[config.mk]
export PLATFORM = sky130hd
export DESIGN_NAME = three_sonar_follow_sequencer_unit
export DESIGN_NICKNAME = d
export VERILOG_FILES = /design/src/sv/tsfs_pkg.sv /design/src/sv/tsfs_decide.sv /design/src/sv/tsfs_core.sv /design/src/sv/three_sonar_follow_sequencer_unit.sv
export SDC_FILE = /design/constraint.sdc
export NUM_CORES = 1
export LEC_CHECK = 0
export ABC_AREA = 1
export BUFFER_PORTS_ARGS = -buffer_cell sky130_fd_sc_hd__buf_2
export CORE_MARGIN = 5
export CORE_UTILIZATION = 48
export CTS_CLUSTER_DIAMETER = 30
export DETAILED_ROUTE_END_ITERATION = 16
export GPL_TIMING_DRIVEN = 0
export PLACE_DENSITY = 0.72
export SYNTH_ARGS = -nofsm -noshare
export SYNTH_HDL_FRONTEND = slang
export SYNTH_SLANG_ARGS = --single-unit
[constraint.sdc]
create_clock -name clk -period 9.4 [get_ports clk]
set_clock_uncertainty 0.15 [all_clocks]
set_input_delay 0.94 -clock clk [delete_from_list [all_inputs] [get_ports clk]]
set_output_delay 0.94 -clock clk [all_outputs]
set_load 0.03 [all_outputs]
[src/sv/tsfs_pkg.sv]
`default_nettype none
package tsfs_pkg;

  localparam int unsigned DistW  = 9;
  localparam int unsigned DutyW  = 5;
  localparam int unsigned TickW  = 6;
  localparam int unsigned PauseW = 3;
  localparam int unsigned CfgIdxW = 3;
  localparam int unsigned CfgDataW = 9;

  localparam int unsigned SettleTicksDefault = 50;
  localparam int unsigned TrigTicksDefault   = 2;
  localparam logic [TickW-1:0] UnitTicks     = TickW'(2);

  localparam logic [PauseW-1:0] PauseNear = PauseW'(3);
  localparam logic [PauseW-1:0] PauseStd  = PauseW'(5);
  localparam logic [PauseW-1:0] PauseNone = PauseW'(0);

  // register indexes of the configuration port
  localparam logic [CfgIdxW-1:0] RegNearLimit   = CfgIdxW'(0);
  localparam logic [CfgIdxW-1:0] RegStopLimit   = CfgIdxW'(1);
  localparam logic [CfgIdxW-1:0] RegFollowLimit = CfgIdxW'(2);
  localparam logic [CfgIdxW-1:0] RegDriveSpeed  = CfgIdxW'(3);
  localparam logic [CfgIdxW-1:0] RegTurnSpeed   = CfgIdxW'(4);
  localparam logic [CfgIdxW-1:0] RegRangeLimit  = CfgIdxW'(5);

  // sensor selector codes
  localparam logic [1:0] SelMiddle = 2'd0;
  localparam logic [1:0] SelLeft   = 2'd1;
  localparam logic [1:0] SelRight  = 2'd2;

  typedef struct packed {
    logic [DistW-1:0] near_limit;
    logic [DistW-1:0] stop_limit;
    logic [DistW-1:0] follow_limit;
    logic [DutyW-1:0] drive_speed;
    logic [DutyW-1:0] turn_speed;
    logic [DistW-1:0] range_limit;
  } cfg_t;

  typedef struct packed {
    logic echo_right;
    logic echo_left;
    logic echo_middle;
    logic pause_tick;
    logic fine_tick;
  } in_item_t;

  typedef struct packed {
    logic b_in2;
    logic b_in1;
    logic a_in2;
    logic a_in1;
    logic standby_n;
  } motor_t;

  typedef struct packed {
    motor_t            pins;
    logic [DutyW-1:0]  duty_a;
    logic [DutyW-1:0]  duty_b;
    logic [PauseW-1:0] pause;
  } drive_t;

  typedef struct packed {
    logic             decided;
    logic [DutyW-1:0] duty_b;
    logic [DutyW-1:0] duty_a;
    motor_t           pins;
    logic             trig_right;
    logic             trig_left;
    logic             trig_middle;
  } res_t;

endpackage
`default_nettype wire

[src/sv/tsfs_decide.sv]
`default_nettype none
module tsfs_decide (
  input  wire tsfs_pkg::cfg_t                  cfg,
  input  wire logic [tsfs_pkg::DistW-1:0]      dist_m,
  input  wire logic [tsfs_pkg::DistW-1:0]      dist_l,
  input  wire logic [tsfs_pkg::DistW-1:0]      dist_r,
  input  wire tsfs_pkg::motor_t                pins_cur,
  input  wire logic [tsfs_pkg::DutyW-1:0]      duty_a_cur,
  input  wire logic [tsfs_pkg::DutyW-1:0]      duty_b_cur,
  output tsfs_pkg::drive_t                     drive
);

  tsfs_pkg::motor_t fwd_pins;
  tsfs_pkg::motor_t back_pins;
  tsfs_pkg::motor_t stop_pins;

  always_comb begin
    fwd_pins  = '{b_in2: 1'b1, b_in1: 1'b0, a_in2: 1'b0, a_in1: 1'b1, standby_n: 1'b1};
    back_pins = '{b_in2: 1'b0, b_in1: 1'b1, a_in2: 1'b1, a_in1: 1'b0, standby_n: 1'b1};
    stop_pins = pins_cur;
    stop_pins.standby_n = 1'b0;

    // stop keeps the duties and direction pins
    drive.pins   = stop_pins;
    drive.duty_a = duty_a_cur;
    drive.duty_b = duty_b_cur;
    drive.pause  = tsfs_pkg::PauseNone;

    if (dist_m < cfg.near_limit) begin
      drive.pins   = back_pins;
      drive.duty_a = cfg.drive_speed;
      drive.duty_b = cfg.drive_speed;
      drive.pause  = tsfs_pkg::PauseNear;
    end else if (dist_m < cfg.stop_limit) begin
      drive.pause  = tsfs_pkg::PauseStd;
    end else if (dist_m < cfg.follow_limit) begin
      drive.pins   = fwd_pins;
      drive.duty_a = cfg.drive_speed;
      drive.duty_b = cfg.drive_speed;
      drive.pause  = tsfs_pkg::PauseStd;
    end else if (dist_l < cfg.follow_limit && dist_r > cfg.follow_limit) begin
      drive.pins   = fwd_pins;
      drive.duty_a = '0;
      drive.duty_b = cfg.turn_speed;
      drive.pause  = tsfs_pkg::PauseStd;
    end else if (dist_l > cfg.follow_limit && dist_r < cfg.follow_limit) begin
      drive.pins   = fwd_pins;
      drive.duty_a = cfg.turn_speed;
      drive.duty_b = '0;
      drive.pause  = tsfs_pkg::PauseStd;
    end else if (dist_l < cfg.stop_limit && dist_r > cfg.follow_limit) begin
      drive.pins   = back_pins;
      drive.duty_a = cfg.turn_speed;
      drive.duty_b = '0;
      drive.pause  = tsfs_pkg::PauseStd;
    end else if (dist_l > cfg.follow_limit && dist_r < cfg.stop_limit) begin
      drive.pins   = back_pins;
      drive.duty_a = '0;
      drive.duty_b = cfg.turn_speed;
      drive.pause  = tsfs_pkg::PauseStd;
    end else if (dist_l > cfg.follow_limit && dist_r < cfg.follow_limit) begin
      drive.pins   = back_pins;
      drive.duty_a = cfg.drive_speed;
      drive.duty_b = cfg.drive_speed;
      drive.pause  = tsfs_pkg::PauseStd;
    end
  end

endmodule
`default_nettype wire

[src/sv/tsfs_core.sv]
`default_nettype none
module tsfs_core #(
  parameter int unsigned SETTLE_TICKS = tsfs_pkg::SettleTicksDefault,
  parameter int unsigned TRIG_TICKS   = tsfs_pkg::TrigTicksDefault
) (
  input  wire logic               clk,
  input  wire logic               rst,
  input  wire logic               step,
  input  wire tsfs_pkg::in_item_t item,
  input  wire tsfs_pkg::cfg_t     cfg,
  output tsfs_pkg::res_t          res
);

  localparam logic [tsfs_pkg::TickW-1:0] TrigLim   = tsfs_pkg::TickW'(TRIG_TICKS);
  localparam logic [tsfs_pkg::TickW-1:0] SettleLim = tsfs_pkg::TickW'(SETTLE_TICKS);

  typedef enum logic [5:0] {
    PH_TRIG_LOW  = 6'b000001,
    PH_TRIG_HIGH = 6'b000010,
    PH_WAIT_ECHO = 6'b000100,
    PH_MEASURE   = 6'b001000,
    PH_PAUSE     = 6'b010000,
    PH_SETTLE    = 6'b100000
  } phase_t;

  phase_t                            phase, phase_next;
  logic [1:0]                        sensor_sel, sensor_sel_next;
  logic [tsfs_pkg::TickW-1:0]        tick_count, tick_count_next, tick_inc;
  logic [tsfs_pkg::DistW-1:0]        echo_count, echo_count_next, echo_inc;
  logic [tsfs_pkg::DistW-1:0]        dist_middle, dist_middle_next;
  logic [tsfs_pkg::DistW-1:0]        dist_left, dist_left_next;
  logic [tsfs_pkg::DistW-1:0]        dist_right, dist_right_next;
  logic [tsfs_pkg::PauseW-1:0]       pause_count, pause_count_next;
  tsfs_pkg::motor_t                  pins, pins_next;
  logic [tsfs_pkg::DutyW-1:0]        duty_a, duty_a_next;
  logic [tsfs_pkg::DutyW-1:0]        duty_b, duty_b_next;
  logic                              echo;
  logic                              decided;
  logic [tsfs_pkg::DistW-1:0]        dist_r_eff;
  tsfs_pkg::drive_t                  drive;

  // the right distance seen by the decision includes this clock's count
  assign dist_r_eff = (sensor_sel == tsfs_pkg::SelRight) ? echo_inc : dist_right;

  tsfs_decide u_decide (
    .cfg        (cfg),
    .dist_m     (dist_middle),
    .dist_l     (dist_left),
    .dist_r     (dist_r_eff),
    .pins_cur   (pins),
    .duty_a_cur (duty_a),
    .duty_b_cur (duty_b),
    .drive      (drive)
  );

  assign tick_inc = tick_count + tsfs_pkg::TickW'(1);
  assign echo_inc = echo_count + tsfs_pkg::DistW'(1);

  always_comb begin
    case (sensor_sel)
      tsfs_pkg::SelMiddle: echo = item.echo_middle;
      tsfs_pkg::SelLeft:   echo = item.echo_left;
      tsfs_pkg::SelRight:  echo = item.echo_right;
      default:             echo = 1'b0;
    endcase
  end

  always_comb begin
    phase_next       = phase;
    sensor_sel_next  = sensor_sel;
    tick_count_next  = tick_count;
    echo_count_next  = echo_count;
    dist_middle_next = dist_middle;
    dist_left_next   = dist_left;
    dist_right_next  = dist_right;
    pause_count_next = pause_count;
    pins_next        = pins;
    duty_a_next      = duty_a;
    duty_b_next      = duty_b;
    decided          = 1'b0;

    case (phase)
      PH_TRIG_LOW, PH_TRIG_HIGH: begin
        if (item.fine_tick) begin
          if (tick_inc >= TrigLim) begin
            tick_count_next = '0;
            phase_next = (phase == PH_TRIG_LOW) ? PH_TRIG_HIGH : PH_WAIT_ECHO;
          end else begin
            tick_count_next = tick_inc;
          end
        end
      end
      PH_WAIT_ECHO: begin
        if (echo) begin
          phase_next      = PH_MEASURE;
          tick_count_next = '0;
          echo_count_next = '0;
        end
      end
      PH_MEASURE: begin
        if (item.fine_tick) begin
          if (tick_inc >= tsfs_pkg::UnitTicks) begin
            tick_count_next = '0;
            echo_count_next = echo_inc;
            // sample the echo at the end of each unit
            if (echo_inc >= cfg.range_limit || !echo) begin
              case (sensor_sel)
                tsfs_pkg::SelMiddle: begin
                  dist_middle_next = echo_inc;
                  sensor_sel_next  = tsfs_pkg::SelLeft;
                  phase_next       = PH_TRIG_LOW;
                end
                tsfs_pkg::SelLeft: begin
                  dist_left_next  = echo_inc;
                  sensor_sel_next = tsfs_pkg::SelRight;
                  phase_next      = PH_TRIG_LOW;
                end
                default: begin
                  if (sensor_sel == tsfs_pkg::SelRight) begin
                    dist_right_next = echo_inc;
                  end
                  pins_next        = drive.pins;
                  duty_a_next      = drive.duty_a;
                  duty_b_next      = drive.duty_b;
                  pause_count_next = drive.pause;
                  decided          = 1'b1;
                  phase_next = (drive.pause != tsfs_pkg::PauseNone) ? PH_PAUSE : PH_SETTLE;
                end
              endcase
            end
          end else begin
            tick_count_next = tick_inc;
          end
        end
      end
      PH_PAUSE: begin
        if (item.pause_tick) begin
          pause_count_next = pause_count - tsfs_pkg::PauseW'(1);
          if (pause_count_next == '0) begin
            phase_next      = PH_SETTLE;
            tick_count_next = '0;
          end
        end
      end
      PH_SETTLE: begin
        if (item.fine_tick) begin
          if (tick_inc >= SettleLim) begin
            tick_count_next = '0;
            sensor_sel_next = tsfs_pkg::SelMiddle;
            phase_next      = PH_TRIG_LOW;
          end else begin
            tick_count_next = tick_inc;
          end
        end
      end
      default: begin
        phase_next      = PH_TRIG_LOW;
        sensor_sel_next = tsfs_pkg::SelMiddle;
        tick_count_next = '0;
      end
    endcase
  end

  always_comb begin
    res.trig_middle = (phase_next == PH_TRIG_HIGH) && (sensor_sel_next == tsfs_pkg::SelMiddle);
    res.trig_left   = (phase_next == PH_TRIG_HIGH) && (sensor_sel_next == tsfs_pkg::SelLeft);
    res.trig_right  = (phase_next == PH_TRIG_HIGH) && (sensor_sel_next == tsfs_pkg::SelRight);
    res.pins        = pins_next;
    res.duty_a      = duty_a_next;
    res.duty_b      = duty_b_next;
    res.decided     = decided;
  end

  always_ff @(posedge clk) begin
    if (rst) begin
      phase       <= PH_TRIG_LOW;
      sensor_sel  <= tsfs_pkg::SelMiddle;
      tick_count  <= '0;
      echo_count  <= '0;
      dist_middle <= '0;
      dist_left   <= '0;
      dist_right  <= '0;
      pause_count <= '0;
      pins        <= '0;
      duty_a      <= '0;
      duty_b      <= '0;
    end else if (step) begin
      phase       <= phase_next;
      sensor_sel  <= sensor_sel_next;
      tick_count  <= tick_count_next;
      echo_count  <= echo_count_next;
      dist_middle <= dist_middle_next;
      dist_left   <= dist_left_next;
      dist_right  <= dist_right_next;
      pause_count <= pause_count_next;
      pins        <= pins_next;
      duty_a      <= duty_a_next;
      duty_b      <= duty_b_next;
    end
  end

endmodule
`default_nettype wire

[src/sv/three_sonar_follow_sequencer_unit.sv]
// Three-sensor sonar follow sequencer.
// Input stream (s_*): one request per sampled clock of the sensor side, carrying the
// fine and pause timer strobes and the three echo levels. The block ranges the middle,
// left and right sensors in turn, picks a drive action from the three distances and
// holds the motor pins and PWM duties until the next decision.
// Output stream (m_*): exactly one result per request: trigger lines, motor pins,
// duties and a decision strobe, all showing the state after that request.
// Configuration: write cfg_data to register cfg_index while cfg_wen is high; indexes
// past the last register are dropped. Write only while no request is in flight.
// Pipeline: an accepted request passes two register stages: the input register, then
// the sequencer step into the result register, taken once the output is free.
// Throughput: one request per cycle while results are taken, one sequencer step each.
// Stall: while m_tready is low the result holds; one more request is buffered in the
// input register, then s_tready drops until the result is taken.
// Reset (rst, synchronous): sequencer returns to trigger-low on the middle sensor,
// distances and counters clear, motors in standby with zero duty, registers to defaults,
// both stages empty.
`default_nettype none
module three_sonar_follow_sequencer_unit #(
  parameter int unsigned SETTLE_TICKS = tsfs_pkg::SettleTicksDefault,
  parameter int unsigned TRIG_TICKS   = tsfs_pkg::TrigTicksDefault
) (
  input  wire logic                            clk,
  input  wire logic                            rst,
  input  wire logic                            s_tvalid,
  output logic                                 s_tready,
  // fine_tick, pause_tick, echo_middle, echo_left, echo_right, 3 zero bits
  input  wire logic [7:0]                      s_tdata,
  output logic                                 m_tvalid,
  input  wire logic                            m_tready,
  // trig_middle, trig_left, trig_right, standby_n, a_in1, a_in2, b_in1, b_in2,
  // duty_a[4:0], duty_b[4:0], decided, 5 zero bits
  output logic [23:0]                          m_tdata,
  input  wire logic                            cfg_wen,
  input  wire logic [tsfs_pkg::CfgIdxW-1:0]    cfg_index,
  input  wire logic [tsfs_pkg::CfgDataW-1:0]   cfg_data
);

  tsfs_pkg::cfg_t     cfg;
  tsfs_pkg::in_item_t in_item;
  tsfs_pkg::res_t     res;
  logic               in_valid;
  logic               advance;

  assign advance  = in_valid && (!m_tvalid || m_tready);
  assign s_tready = !in_valid || advance;

  always_ff @(posedge clk) begin
    if (rst) begin
      cfg.near_limit   <= tsfs_pkg::DistW'(1);
      cfg.stop_limit   <= tsfs_pkg::DistW'(3);
      cfg.follow_limit <= tsfs_pkg::DistW'(10);
      cfg.drive_speed  <= tsfs_pkg::DutyW'(10);
      cfg.turn_speed   <= tsfs_pkg::DutyW'(7);
      cfg.range_limit  <= tsfs_pkg::DistW'(400);
    end else if (cfg_wen) begin
      case (cfg_index)
        tsfs_pkg::RegNearLimit:   cfg.near_limit   <= cfg_data;
        tsfs_pkg::RegStopLimit:   cfg.stop_limit   <= cfg_data;
        tsfs_pkg::RegFollowLimit: cfg.follow_limit <= cfg_data;
        tsfs_pkg::RegDriveSpeed:  cfg.drive_speed  <= cfg_data[tsfs_pkg::DutyW-1:0];
        tsfs_pkg::RegTurnSpeed:   cfg.turn_speed   <= cfg_data[tsfs_pkg::DutyW-1:0];
        tsfs_pkg::RegRangeLimit:  cfg.range_limit  <= cfg_data;
        default: ;
      endcase
    end
  end

  // input register
  always_ff @(posedge clk) begin
    if (rst) begin
      in_valid <= 1'b0;
    end else if (s_tready) begin
      in_valid <= s_tvalid;
    end
  end

  always_ff @(posedge clk) begin
    if (s_tvalid && s_tready) begin
      in_item <= s_tdata[4:0];
    end
  end

  tsfs_core #(
    .SETTLE_TICKS (SETTLE_TICKS),
    .TRIG_TICKS   (TRIG_TICKS)
  ) u_core (
    .clk  (clk),
    .rst  (rst),
    .step (advance),
    .item (in_item),
    .cfg  (cfg),
    .res  (res)
  );

  // result register
  always_ff @(posedge clk) begin
    if (rst) begin
      m_tvalid <= 1'b0;
    end else if (advance) begin
      m_tvalid <= 1'b1;
    end else if (m_tready) begin
      m_tvalid <= 1'b0;
    end
  end

  always_ff @(posedge clk) begin
    if (advance) begin
      m_tdata <= {5'b0, res.decided, res.duty_b, res.duty_a,
                  res.pins.b_in2, res.pins.b_in1, res.pins.a_in2, res.pins.a_in1,
                  res.pins.standby_n, res.trig_right, res.trig_left, res.trig_middle};
    end
  end

endmodule
`default_nettype wire

==> out/qor.yml, run 1 <==
yosys:
  ys_seq_area_share_pct: 35.86
  avgSynthCellArea_sq_um: 7.100
  synthCells: 1195
  netlist-cell-type-count: 48
  synth_area_sq_um: 8484
  yosys.area.top_type: "dfxtp_1"
  ys_ff_latch: 140
  yosys.area.top_type_share_pct: 27.37
  synth_area_leaders: "dfxtp_1, nand2_1, ha_1"
  synth_warnings: 0
critical_path:
  cp_data_arrival_time_ns: 4.28
  cp_num_buf_inv: 0
  rr_worst_depth: 19
  critPathTopFamily: "simple AND/OR/NAND/NOR gates"
  cp.required_ns: 9.54
  path_class: "register to register"
  cp_slowest_stage_delay_ns: 0.54
  cpMaxStageDelayCell: "dfxtp_1"
  cp_cell_sequence: "ha_1, nand4_1, nor2_1, nand2_1, nor2_1, xnor2_1, o21ai_0, ha_1, a21oi_1, nand2_1, nor2_1, nand2_1, nand3_2, nand3_1, nor2_1, nand2_1, a21oi_2, nand2_1, nor2_1"
  crit_cells: 19
  cp-end-kind: "register"
  critPathMaxFanout: 10
  start_kind: "register"
place:
  portBuffers: 41
  pre_cts_ws_ns: 5.309
  hpwl_um: 17110
  place_congestion: 0.9189
route:
  drt_drc_violations_left: 0
  wl_per_cell_um: 14.93
  final_antenna_net_count: 0
  via_per_inst: 5.237
  drtIter0Drc: 615
  drt_wl_total_um: 22350
  firstDrtPassIters: 6
  vias: 7840
sta:
  finalCriticalPeriod_ns: 4.148
  rsz0062_at_grt: "no"
  fin_setup_tns_ns: 0
  slew_headroom_pct: 53.34
  layout_worst_path_cycle_share_pct: 44.13
  finalHoldViolCount: 0
  fin_ws_ns: 5.252
  max_freq_mhz: 241.1
  finalMaxSlewViolations: 0
  worst_slew_pin_slew_ns: 0.6999
  report.final.setup_viol: 0
floorplanning:
  pin_count: 51
  die_y_um: 143.0
  core_region_area_sq_um: 17300
  floorplan.die_area_sq_um: 20430
  initial_core_util_pct: 49.05
  dieWidth_um: 143.0
  num_rows: 48
cts:
  clk_latency_ns: 0.43
  root_buffer: "clkbuf_16"
  ctsResizeCount: 0
  tritoncts: "built"
  post_cts_buffers: 0
  cts_buffers: 17
  htreeDepth: 4
  cts_buffer_depth: 2
  cts_hold_buf: 0
  clock_sinks: 140
  clk_pin_slew_ns: 0.06
layout:
  drive_above_1_share_pct: 9.355
  final_common_cell: "nand2_1"
  area_delta_synth_final_pct: 13.26
  fin_nets: 1360
  n_antenna_cell: 0
  final_cell_mix: "nand2_1, inv_1, a21oi_1"
grt:
  grt_use_total_pct: 22.29
  grt-ovfl-total: 0
  antenna_found_initial: 0
  grt_max_degree: 29
  grt_pass1_wl_um: 35860
  grt_pass1_vias: 7257
power:
  peakVddDrop_uv: 128.2
  power.leakage_uw: 0.004810
  power_density_nw_per_um2: 155.9
min_path:
  worstHoldPathCells: 2
  hp-class: "register to register"
job:
  drv_cap: 0
outcome:
  status: "finished clean"
[logic make-up (layout without fill, tap and decap cells)]
kind of cell | after synthesis | in the layout | share of synthesized area, %
xor+xnor | 8 | 8 | 0.9144
flops | 140 | 140 | 35.86
mux | 1 | 1 | 0.1180
simple gates | 483 | 483 | 24.72
compound gates | 260 | 260 | 16.47
fa+ha+maj | 76 | 76 | 11.21
buf+inv | 226 | 299 | 10.66
other cells | 1 | 5 | 0.04420
[per-stage QoR]
| stage | hold slack, ns | std cells | instance area [sq um] | utilization (%) | total power (uW) |
|---|---|---|---|---|---|
| final | 0.3113 | 1497 | 9609 | 55.56 | 1498 |
| after global routing | 0.3362 | 1497 | 9609 | 55.56 | 1556 |
| after CTS | 0.3155 | 1497 | 9608 | 55.55 | 1503 |
| after detailed placement | 0.2982 | 1465 | 8986 | 51.95 | 803.5 |
| after global placement | 0.3010 | 1465 | 8986 | 51.95 | 799.9 |
| after floorplan | 0.2792 | 1199 | 8499 | - | 758.6 |
[where the power goes]
group / switching (uW) / total [uW] / internal, uW
Clock: 259 / 706 / 447
Sequential: 11.5 / 643 / 632
Combinational: 105 / 150 / 44.4
Total: 376 / 1500 / 1120
[final cells by class]
| cell class | instances | area (sq um) |
|---|---|---|
| Sequential cell | 140 | 3043 |
| Inverter | 189 | 711.9 |
| Timing Repair Buffer | 41 | 205.2 |
| Clock buffer | 22 | 485.5 |
| Tap cell | 225 | 281.5 |
| Multi-Input combinational cell | 833 | 4552 |
| Fill cell | 1670 | 7687 |
| Clock inverter | 10 | 136.4 |
| Buffer | 37 | 193.9 |
[cells in the mapped netlist, drive strengths merged]
cell	n
o31a	1
conb	1
a211oi	6
o31ai	1
o211ai	13
nand3	47
mux2i	1
nand2b	1
inv	188
nor2	117
o21ai	103
edfxtp	24
nand4	18
o21a	4
clkbuf	20
a21oi	125
nand3b	3
or2	6
buf	17
clkinv	1
a32oi	1
dfxtp	116
nand2	279
xor2	6
ha	76
xnor2	2
o211a	1
nor3	12
a21o	5
[final timing paths]
path,from,end,slack [ns]
max,u_core.echo_count[0],m_tdata[0],5.25
min reg2reg,cfg[45],cfg[45],0.31
max reg2reg,u_core.echo_count[0],m_tdata[0],5.25
min,cfg[45],cfg[45],0.31
[state kept, by name, indices dropped and copies added, names as in the netlist, 3 cells and up]
name and flops:
cfg 46, in_item 5, m_tdata 19, u_core.dist_left 9, u_core.dist_middle 9, u_core.dist_right 9
u_core.duty_a 5, u_core.duty_b 5, u_core.echo_count 9, u_core.pause_count 3, u_core.phase 6, u_core.pins 5
u_core.tick_count 6
[tightest hold or removal path, stage by stage (launching register included)]
cell	delay (ns)
dfxtp_1	0.29
inv_1	0.06
a21oi_1	0.06
[routing by layer]
metal,wire [um],GRT usage [%],vias up
li1,-,-,4008
met1,9891,28.32,3598
met2,10800,38.18,199
met3,1218,4.454,35
met4,439,6.953,0
met5,0,0,-
Power figures use the tool's default switching activity.
==> run 2, diff against run 1 <==
clock period = 4 ns   (was 9.4 ns; I/O delays follow)
==> run 2 against run 1 <==
Flip-flop and latch count unchanged; fmax increased by 12%; setup slack got worse by 5.0 ns; global-route usage about the same; via count increased by 0.36%; non-clock buffer count increased by 5; sequential share of layout area decreased by 0.25 points; critical path type unchanged.
==> out/qor.yml, run 2 (same netlist as run 1, synthesis figures left out) <==
grt:
  antenna_found_initial: 0  # unchanged
  met1_usage_pct: 28.35  # about the same
  met2_usage_pct: 38.33  # +0.15 points
  grt_max_degree: 29  # unchanged
  grt_use_total_pct: 22.34  # +0.049 points
  grt_use_met3_pct: 4.454  # unchanged
  grt_pass1_vias: 7292  # +0.48%
  top_usage_layer: "met2"
  grt_pass1_wl_um: 35950  # +0.25%
  grt-ovfl-total: 0  # unchanged
critical_path:
  cp.required_ns: 4.14  # -5.40 ns
  start_kind: "register"
  cp-end-kind: "register"
  critPathMaxFanout: 10  # unchanged
  path_class: "register to register"
  cp_data_arrival_time_ns: 3.84  # -0.44 ns
sta:
  fin_ws_ns: 0.2972  # -4.955 ns
  rsz0062_at_grt: "no"
  finalCriticalPeriod_ns: 3.703  # -0.4450 ns
  slew_headroom_pct: 53.37  # about the same
  report.final.setup_viol: 0  # unchanged
  layout_worst_path_cycle_share_pct: 92.57  # +48 points
  max_freq_mhz: 270.1  # +12%
  finalMaxSlewViolations: 0  # unchanged
  worst_slew_pin_slew_ns: 0.6994  # -0.0004340 ns
  finalHoldViolCount: 0  # unchanged
route:
  wl_per_cell_um: 14.88  # -0.30%
  drt_wl_total_um: 22360  # about the same
  vias: 7868  # +0.36%
  final_antenna_net_count: 0  # unchanged
  drt_drc_violations_left: 0  # unchanged
  firstDrtPassIters: 5  # -1
  drtIter0Drc: 679  # +10%
  via_per_inst: 5.238  # about the same
floorplanning:
  dieWidth_um: 143.0  # unchanged
  num_rows: 48  # unchanged
  die_y_um: 143.0  # unchanged
  floorplan.die_area_sq_um: 20430  # unchanged
  pin_count: 51  # unchanged
  initial_core_util_pct: 49.05  # unchanged
  core_region_area_sq_um: 17300  # unchanged
power:
  swShare_pct: 25.03  # -0.055 points
  p_switching_uw: 881.9  # +130%
  power_frac_comb_pct: 10.1  # about the same
  peakVddDrop_uv: 303.1  # +140%
  power_density_nw_per_um2: 363.6  # +130%
  power_frac_seq_pct: 42.9  # about the same
  finalPower_uw: 3523  # +140%
  power.leakage_uw: 0.004839  # +0.62%
  p_int_uw: 2641  # +140%
  power_frac_clock_pct: 47.0  # about the same
place:
  portBuffers: 41  # unchanged
  dpl-instance-area_sq_um: 8986  # unchanged
  pre_cts_ws_ns: -0.09123  # -5.400 ns
  place_congestion: 0.9189  # unchanged
  dpl.cell_count: 1465  # unchanged
  hpwl_um: 17110  # unchanged
job:
  drv_cap: 0  # unchanged
layout:
  finalInstanceArea_sq_um: 9689  # +0.83%
  final_cell_mix: "nand2_1, inv_1, a21oi_1"
  drive_above_1_share_pct: 9.945  # +0.59 points
  fin_nets: 1365  # +0.37%
  regMostFlops: "cfg"
  largest_reg_flops: 46  # unchanged
  final_common_cell: "nand2_1"
  reg_top3: "cfg (46), m_tdata (19)"
  area_delta_synth_final_pct: 14.20
  n_antenna_cell: 0  # unchanged
  layout.cells.non_filler: 1502  # +0.33%
cts:
  tritoncts: "built"
  clk_pin_slew_ns: 0.06  # about the same
  cts_buffers: 17  # unchanged
  htreeDepth: 4  # unchanged
  cts_buffer_depth: 2  # unchanged
  clk_latency_ns: 0.43  # about the same
  root_buffer: "clkbuf_16"
  clock_sinks: 140  # unchanged
outcome:
  status: "finished clean"
min_path:
  hp-class: "primary input to register"
==> run 2: through the flow <==
stage                     hold WS (ns)  setup TNS, ns  util, %
final                          0.09680              0    56.02
after global routing            0.1108              0    56.02
after CTS                      0.08693              0    55.84
after detailed placement        0.2982        -0.2694    51.95
after global placement          0.3010        -0.1469    51.95
after floorplan                 0.2792              0        -
==> run 2: worst paths after layout <==
path                                           start         end  slack [ns]  cells after the start
worst max-delay path            u_core.echo_count[0]  m_tdata[0]        0.30                     18
worst min-delay path                        s_tvalid    in_valid         0.1                      3
worst max register to register  u_core.echo_count[0]  m_tdata[0]        0.30                     18
worst min register to register               cfg[45]     cfg[45]        0.31                      2
==> run 2: cell type report <==
cell class	count	area [sq um]
well taps	225	281.5
clock buffers	22	485.5
flip-flops and latches	140	3044
multi-input cells	833	4577
repair buffers	46	255.2
clock inverters	10	136.4
fillers	1658	7607
plain buffers	37	197.7
inverters	189	711.9
==> run 2: power groups by stage <==
stage	logic (uW)	registers (uW)	clock network, uW
3_3_place_gp	340	1540	0
3_5_place_dp	347	1540	0
5_1_grt	400	1520	1750
4_1_cts	354	1510	1670
6_report	357	1510	1660
2_1_floorplan	226	1560	0
==> run 2: critical path, stage by stage, from the launching register on <==
cell,delay [ns]
dfxtp_2,0.44
ha_1,0.24
xor2_1,0.32
inv_1,0.16
o21ai_0,0.41
ha_1,0.33
nand2_1,0.07
nand2_1,0.05
nor2_1,0.14
inv_1,0.05
nand2_1,0.05
nand2_1,0.10
nand3_2,0.20
nand3_1,0.14
nor2_2,0.21
nand2_1,0.12
a21oi_2,0.16
nand2_1,0.11
nor2_1,0.11
==> run 2: metal layers <==
metal  vias to the layer above  wire length [um]
li1                       4022                 -
met1                      3617              9933
met2                       191             10800
met3                        38              1166
met4                         0               461
met5                         -                 0
==> run 2: what timing repair did <==
action,CTS,global route
hold buffers,5,0
endpoints found under the setup margin,9,37
gates resized for setup,1,14
endpoints found under the hold margin,5,0
setup buffers,0,0
==> run 3, diff against run 2 <==
HOLD_SLACK_MARGIN = 0.1   (was default)
==> run 3 against run 2 <==
Sequential share of layout area is essentially flat; first-iteration DRC count shrank 12%; clock power is essentially flat; flip-flop and latch count is the same; power is essentially flat; highest routed layer unchanged.
==> out/qor.yml, run 3 (same netlist as run 1, synthesis figures left out) <==
route:
  drt_drc_violations_left: 0  # unchanged
  drtIter0Drc: 598  # -12%
  firstDrtPassIters: 5  # unchanged
  wl_per_cell_um: 14.91  # +0.16%
  final_antenna_net_count: 0  # unchanged
  vias: 7845  # -0.29%
  drt_wl_total_um: 22410  # +0.23%
  via_per_inst: 5.220  # -0.36%
sta:
  layout_worst_path_cycle_share_pct: 91.87  # -0.70 points
  finalHoldViolCount: 0  # unchanged
  finalMaxSlewViolations: 0  # unchanged
  max_freq_mhz: 272.1  # +0.76%
  worst_slew_pin_slew_ns: 0.6984  # -0.001007 ns
  report.final.setup_viol: 0  # unchanged
  rsz0062_at_grt: "no"
  slew_headroom_pct: 53.44  # +0.067 points
  finalCriticalPeriod_ns: 3.675  # -0.02811 ns
grt:
  grt_use_total_pct: 22.36  # about the same
  antenna_found_initial: 0  # unchanged
  grt_pass1_vias: 7303  # +0.15%
  grt_max_degree: 29  # unchanged
  grt-ovfl-total: 0  # unchanged
  grt_pass1_wl_um: 35990  # +0.11%
critical_path:
  cp_cell_sequence: "ha_1, xor2_1, inv_1, o21ai_0, ha_1, nand2_1, nand2_1, nor2_1, inv_1, nand2_1, nand2_1, nand3_2, nand3_1, nor2_2, nand2_1, a21oi_2, nand2_1, nor2_1"
  crit_top_cell: "nand2_1"
  critPathTopFamily: "simple AND/OR/NAND/NOR gates"
  critPathMaxFanout: 10  # unchanged
  cp_slowest_stage_delay_ns: 0.44  # about the same
  cpMaxStageDelayCell: "dfxtp_2"
  cp-end-kind: "register"
  cp.required_ns: 4.14  # about the same
  path_class: "register to register"
  start_kind: "register"
  cp_data_arrival_time_ns: 3.81  # -0.03 ns
  cp_num_buf_inv: 2  # unchanged
layout:
  n_antenna_cell: 0  # unchanged
  final_cell_mix: "nand2_1, inv_1, a21oi_1"
  drive_above_1_share_pct: 9.937  # about the same
  fillers: 1657  # -0.060%
  final_common_cell: "nand2_1"
  layout.cells.non_filler: 1503  # +0.067%
  fin_nets: 1366  # +0.073%
  regMostFlops: "cfg"
  finalInstanceArea_sq_um: 9699  # +0.10%
  area_delta_synth_final_pct: 14.32
  reg_top3: "cfg (46), m_tdata (19)"
  largest_reg_flops: 46  # unchanged
place:
  portBuffers: 41  # unchanged
  dpl.cell_count: 1465  # unchanged
  place_congestion: 0.9189  # unchanged
  hpwl_um: 17110  # unchanged
  dpl-instance-area_sq_um: 8986  # unchanged
min_path:
  hp-class: "primary input to register"
floorplanning:
  core_region_area_sq_um: 17300  # unchanged
  initial_core_util_pct: 49.05  # unchanged
  num_rows: 48  # unchanged
  dieWidth_um: 143.0  # unchanged
  die_y_um: 143.0  # unchanged
  floorplan.die_area_sq_um: 20430  # unchanged
  pin_count: 51  # unchanged
power:
  power_density_nw_per_um2: 363.4  # about the same
  power.leakage_uw: 0.004843  # about the same
  peakVddDrop_uv: 302.5  # -0.19%
cts:
  cts_buffers: 17  # unchanged
  clk_pin_slew_ns: 0.06  # about the same
  htreeDepth: 4  # unchanged
  clock_sinks: 140  # unchanged
  clk_latency_ns: 0.43  # about the same
  post_cts_buffers: 0  # unchanged
  root_buffer: "clkbuf_16"
  tritoncts: "built"
  cts_buffer_depth: 2  # unchanged
job:
  drv_cap: 0  # unchanged
outcome:
  status: "finished clean"
-- run 3: worst paths after layout --
path / startpoint / endpoint / slack (ns) / depth (start not counted)
setup / recovery: u_core.echo_count[0] / m_tdata[0] / 0.33 / 18
setup reg to reg: u_core.echo_count[0] / m_tdata[0] / 0.33 / 18
hold / removal: cfg_data[7] / cfg[7] / 0.13 / 3
hold reg to reg: cfg[45] / cfg[45] / 0.31 / 2
-- run 3: routing by layer --
layer  vias up  GRT usage [%]  part of all wire (%)
li1       4031              -                     -
met1      3599          28.37                    44
met2       182          38.38                    49
met3        33          4.454                   5.4
met4         0          6.953                   1.9
met5         -              0                     0
-- run 3: what timing repair did --
item                       CTS  global route
hold endpoints to repair     6             0
hold buffers                 6             0
gates resized for setup      1            14
setup endpoints to repair    9            37
-- run 3: worst reg2reg max path: stages (launching register included) --
cell     delay, ns
dfxtp_2       0.44
ha_1          0.24
xor2_1        0.32
inv_1         0.16
o21ai_0       0.39
ha_1          0.33
nand2_1       0.07
nand2_1       0.05
nor2_1        0.14
inv_1         0.06
nand2_1       0.05
nand2_1       0.10
nand3_2       0.20
nand3_1       0.14
nor2_2        0.21
nand2_1       0.12
a21oi_2       0.16
nand2_1       0.11
nor2_1        0.11
-- run 3: per-stage QoR --
step | setup WS [ns] | TNS, ns | hold slack [ns] | util [%] | power [uW]
4_1_cts | 0.03629 | 0 | 0.1279 | 55.90 | 3537
3_5_place_dp | -0.09123 | -0.2694 | 0.2982 | 51.95 | 1888
2_1_floorplan | 0.7794 | 0 | 0.2792 | - | 1783
6_report | 0.3254 | 0 | 0.1311 | 56.08 | 3525
5_1_grt | 0.01265 | 0 | 0.1465 | 56.08 | 3664
3_3_place_gp | -0.05506 | -0.1469 | 0.3010 | 51.95 | 1880
-- run 3: power by group --
part / total [uW] / internal (uW) / switching, uW
Sequential: 1510 / 1480 / 27.2
Clock: 1660 / 1050 / 606
Combinational: 358 / 109 / 249
Total: 3520 / 2640 / 882
-- run 3: cell type report --
type                            instances  area, sq um  area share (%)
Tap cell                              225        281.5           2.902
Clock buffer                           22        485.5           5.005
Timing Repair Buffer                   47        265.3           2.735
Sequential cell                       140         3044           31.39
Multi-Input combinational cell        833         4577           47.19
Clock inverter                         10        136.4           1.406
Inverter                              189        711.9           7.340
Buffer                                 37        197.7           2.038
